[config.mk]
export PLATFORM = sky130hd
export DESIGN_NAME = bfa_ram
export DESIGN_NICKNAME = d
export VERILOG_FILES = /design/src/rtl/core/bfa_ram.sv
export SDC_FILE = /design/constraint.sdc
export NUM_CORES = 1
export LEC_CHECK = 0
export ABC_AREA = 1
export BUFFER_PORTS_ARGS = -buffer_cell sky130_fd_sc_hd__buf_2
export CAP_MARGIN = 0
export CELL_PAD_IN_SITES_DETAIL_PLACEMENT = 1
export CELL_PAD_IN_SITES_GLOBAL_PLACEMENT = 1
export CORE_ASPECT_RATIO = 0.75
export CORE_MARGIN = 3
export CORE_UTILIZATION = 49
export DETAILED_ROUTE_END_ITERATION = 8
export GPL_TIMING_DRIVEN = 0
export PLACE_DENSITY_LB_ADDON = 0.1
export RECOVER_POWER = 100
export SLEW_MARGIN = 20
export SYNTH_ARGS = -nofsm -noshare
export SYNTH_HDL_FRONTEND = slang
export SYNTH_SLANG_ARGS = --single-unit
export TNS_END_PERCENT = 10
[constraint.sdc]
create_clock -name clock -period 1.5 [get_ports clock]
set_input_delay 0.3 -clock clock [delete_from_list [all_inputs] [get_ports clock]]
set_output_delay 0.3 -clock clock [all_outputs]
set_load 0.03 [all_outputs]
[src/rtl/core/bfa_ram.sv]
// Generic single-write, single-read RAM with registered read data.
// No dependencies.
`default_nettype none

module bfa_ram #(
   parameter int WIDTH = 8,
   parameter int DEPTH = 16
) (
   input  wire logic                     clock,
   input  wire logic                     wr_en,
   input  wire logic [$clog2(DEPTH)-1:0] wr_addr,
   input  wire logic [WIDTH-1:0]         wr_data,
   input  wire logic [$clog2(DEPTH)-1:0] rd_addr,
   output logic      [WIDTH-1:0]         rd_data
);

   logic [WIDTH-1:0] mem_ff [DEPTH];

   always_ff @(posedge clock) begin
      if (wr_en) begin
         mem_ff[wr_addr] <= wr_data;
      end
      rd_data <= mem_ff[rd_addr];
   end

endmodule

`default_nettype wire

### Word-level counts from Yosys, hierarchy flattened

Memory sizes are Yosys's and may differ from the RTL's. A register that Yosys moved wholly into a read port is not among the register bits.
Cells that the tools add are included.

* register bits: 0
* memories kept: 1
* bits of input ports: 18
* word-level logic and storage cells: 3
* output and inout port bits: 8
* bits in writable memories: 128

* muxes and demuxes: 2

Memory list
* mem_ff: words 16, width 8, read ports 1, clocked after memory_dff 1, write ports 1, line 17 `logic [WIDTH-1:0] mem_ff [DEPTH];`

Operator list (count)
* 2-to-1 mux 1 bit: 2

### Longest topological paths before layout

* depth in word-level cells: 2
* gate-level depth with buffers: 8
* depth with buffers taken out: 7

### Worst setup path before layout

No wires, ideal clock.

* path type: in2reg
* start point: input wr_addr[2]
* end point: memory mem_ff[10][0], enable pin
* buffers on the path: 0
* stages on the path: 2
* arrival: 0.881 ns
* path slack: 0.249 ns
* setup time: 0.370 ns
* data required time: 1.130 ns
* cell sequence: nand3b_1 > nor2_1

RTL lines
* start, declared: line 11 `input wire logic [$clog2(DEPTH)-1:0] wr_addr,`
* end, declared: line 17

Straight into the memory's write port.

### Worst setup path after layout

* start point: input wr_addr[3]
* end point: memory mem_ff[7][1], enable pin

Straight into the memory's write port.

==> impl_metrics.csv <==
group,metric,value,unit
grt,grt_antenna_before_repair,0,
clock_network,clock_insertion_delay_worst_skew,0.42,ns
floorplanning,initial_utilization,51.54,%
final_layout,num_antenna_cells,0,
sta,fmax,715.7,MHz
critical_path,worstSetupEndpointType,"flip-flop",
sta,final_critical_path_setup_slack,0.1028,ns
critical_path,critical_path_class,"in -> reg",
clock_network,cts_max_path_buffers,2,
final_layout,ff_latch_area,0.004004,sq mm
drt,drtIter0Drc,420,
clock_network,post_cts_resized,0,
critical_path,critical_path.startpoint_type,"input port",
sta,setup_viol,0,
yosys,ys_seq_area_share,69.43,%
clock_network,cts.hold.buffers_added,0,
yosys,postSynthNetCount,569,
clock_network,htree_levels,4,
final_layout,finalNonFillerCells,762,
grt,grt_pass1_vias,4212,
clock_network,tritoncts,"done",
final_layout,fill_cells,1213,
clock_network,clock_sink_count,136,
floorplanning,dieArea,0.01312,sq mm
yosys,ys_types,12,
sta,final.hold.worst_slack,0.3368,ns
sta,finalWorstPathRequiredPeriod,1.397,ns
clock_network,cts-buffers-inserted,17,
final_layout,finish.instance_area,0.006660,sq mm
floorplanning,floorplan.die.height,99.95,um
grt,globalRoute.totalOverflow,0,
grt,globalRouteTotalUtil,26.35,%
run,cap_viol_max_count,0,
drt,total_number_of_vias,4062,
drt,drt-wirelength-per-cell,21.56,um
grt,grt_pass1_wl,25010,um
sta,maxSlewHeadroom,31.03,%
placement,detailed_place_hpwl,10730,um
sta,grt_setup_unrepaired,"false",
run_status,run_status,"finished clean",
drt,via_per_inst,5.331,
clock_network,cts_setup_buffers,0,
sta,timing_worst_slew_pin_value,1.034,ns
floorplanning,floorplan.die.width,131.3,um
critical_path,worstPathMaxFanout,8,
floorplanning,core_area,0.01119,sq mm
pwr,power_leakage,0.002845,uW
clock_network,clk_root_buffer_cell,"sky130_fd_sc_hd__clkbuf_16",
floorplanning,floorplan.rows,33,
clock_network,clock_slew_seen_by_the_registers_of_the_worst_setup_and_hold_paths,0.06,ns
yosys,syn_avg_cell_area,10.47,sq um
yosys,synth.ff_latch_count,136,
placement,dpl_worst_slack,-0.3644,ns
sta,pins_over_their_slew_limit,0,
yosys,synthesis.yosys.warnings,0,
grt,largest_net_degree_at_the_start_of_global_routing,17,
critical_path,required,1.54,ns
drt,routed_wirelength,16430,um
pwr,total_power,9261,uW
sta,finalHoldViolations,0,
drt,first_pass_iters,5,
final_layout,post_route_cells_drive_above_1_share,9.421,%
final_layout,final_net_count,610,
drt,drc,0,
sta,clock-skew-final,0.007302,ns
critical_path,cp_arrival,1.44,ns
yosys,synthCells,551,
placement,place.detailed.instances,730,
final_layout,flow.area_growth_from_synthesis,15.49,%
hold_path,hold_class,"in -> reg",
final_layout,multi_input_comb_area,0.001214,sq mm
placement,port-buffer-count,22,
pwr,cellPowerDensity,1391,mW/mm^2
sta,min_period_over_period,93.15,%
placement,gpl.final_weighted_congestion,0.8441,
floorplanning,io_pins,26,
yosys,mappedNetlistArea,0.005767,sq mm
placement,placed_area,0.006073,sq mm
pwr,irDropWorstVdd,1.267,mV
drt,final_antenna_net_count,0,
-- synthesized netlist by cell type --
library cell / count / area share [%]
sky130_fd_sc_hd__inv_1: 100 / 6.5
sky130_fd_sc_hd__nand3_1: 97 / 8.4
sky130_fd_sc_hd__buf_4: 4 / 0.52
sky130_fd_sc_hd__dfxtp_1: 8 / 2.8
sky130_fd_sc_hd__edfxtp_1: 128 / 67
sky130_fd_sc_hd__buf_1: 1 / 0.065
sky130_fd_sc_hd__buf_6: 6 / 1.2
sky130_fd_sc_hd__nand2_1: 173 / 11
sky130_fd_sc_hd__nand3b_1: 2 / 0.26
sky130_fd_sc_hd__nor2_1: 17 / 1.1
sky130_fd_sc_hd__buf_2: 13 / 1.1
sky130_fd_sc_hd__inv_2: 2 / 0.13
-- layout make-up --
| cell class | instances | area share [%] |
|---|---|---|
| Timing Repair Buffer | 22 | 1.315 |
| Tap cell | 157 | 2.949 |
| Sequential cell | 136 | 60.12 |
| Clock inverter | 15 | 2.762 |
| Multi-Input combinational cell | 289 | 18.22 |
| Inverter | 102 | 5.749 |
| Buffer | 24 | 2.499 |
| Clock buffer | 17 | 6.387 |
-- cell families (layout without fill, tap and decap cells) --
family / count (synthesis) / in the layout / synth area share (%)
buf+inv: 126 / 180 / 9.525
flops: 136 / 136 / 69.43
simple gates: 289 / 289 / 21.05
-- metal layers --
layer / up-vias / routed length (um) / track usage, %
li1: 1857 / - / -
met1: 2009 / 7518 / 38.18
met2: 173 / 7476 / 40.45
met3: 23 / 1187 / 5.210
met4: 0 / 246 / 9.120
met5: - / 0 / 0
-- flip-flops by register name, indices dropped and copies added, names as in the netlist --
| register | flops |
|---|---|
| rd_data | 8 |
| mem_ff | 128 |
-- power breakdown --
| part | internal, uW | switching, uW | leakage [uW] |
|---|---|---|---|
| registers | 4250 | 23.8 | 0.00122 |
| logic | 152 | 469 | 0.00134 |
| clock network | 2750 | 1620 | 0.000283 |
| total | 7150 | 2110 | 0.00285 |
-- cells in the final DEF (no fill, tap or decap) --
cell and n:
sky130_fd_sc_hd__clkinv_2 3, sky130_fd_sc_hd__clkbuf_2 3, sky130_fd_sc_hd__clkinvlp_4 5, sky130_fd_sc_hd__inv_2 1, sky130_fd_sc_hd__clkinv_1 3, sky130_fd_sc_hd__nand3_1 97, sky130_fd_sc_hd__buf_6 6, sky130_fd_sc_hd__buf_1 1
sky130_fd_sc_hd__dfxtp_1 8, sky130_fd_sc_hd__nor2_1 17, sky130_fd_sc_hd__clkbuf_16 17, sky130_fd_sc_hd__clkbuf_1 18, sky130_fd_sc_hd__edfxtp_1 128, sky130_fd_sc_hd__bufinv_16 4, sky130_fd_sc_hd__buf_4 4, sky130_fd_sc_hd__nand2_1 173
sky130_fd_sc_hd__nand3b_1 2, sky130_fd_sc_hd__buf_2 14, sky130_fd_sc_hd__inv_1 101
-- critical path, stage by stage --
cell and delay (ns):
sky130_fd_sc_hd__buf_2 0.12, sky130_fd_sc_hd__nand3b_1 0.26, sky130_fd_sc_hd__nor2_1 0.76
-- per-stage QoR --
stage / setup TNS, ns / util, %
4_1_cts: 0 / 59.72
3_3_place_gp: -20.22 / 54.28
6_report: 0 / 59.52
2_1_floorplan: 0 / -
5_1_grt: 0 / 59.52
3_5_place_dp: -26.09 / 54.28
-- path summary, 6_finish.rpt --
path,startpoint,end,slack [ns],cells after the start
worst min-delay path,rd_addr[2],rd_data[4]$_DFF_P_,0.34,4
worst min register to register,mem_ff[6][2]$_DFFE_PP_,rd_data[2]$_DFF_P_,0.67,6
worst max-delay path,wr_addr[3],mem_ff[7][1]$_DFFE_PP_,0.10,3
worst max register to register,mem_ff[8][5]$_DFFE_PP_,rd_data[5]$_DFF_P_,0.43,6
(Power assumes the default switching activity.)
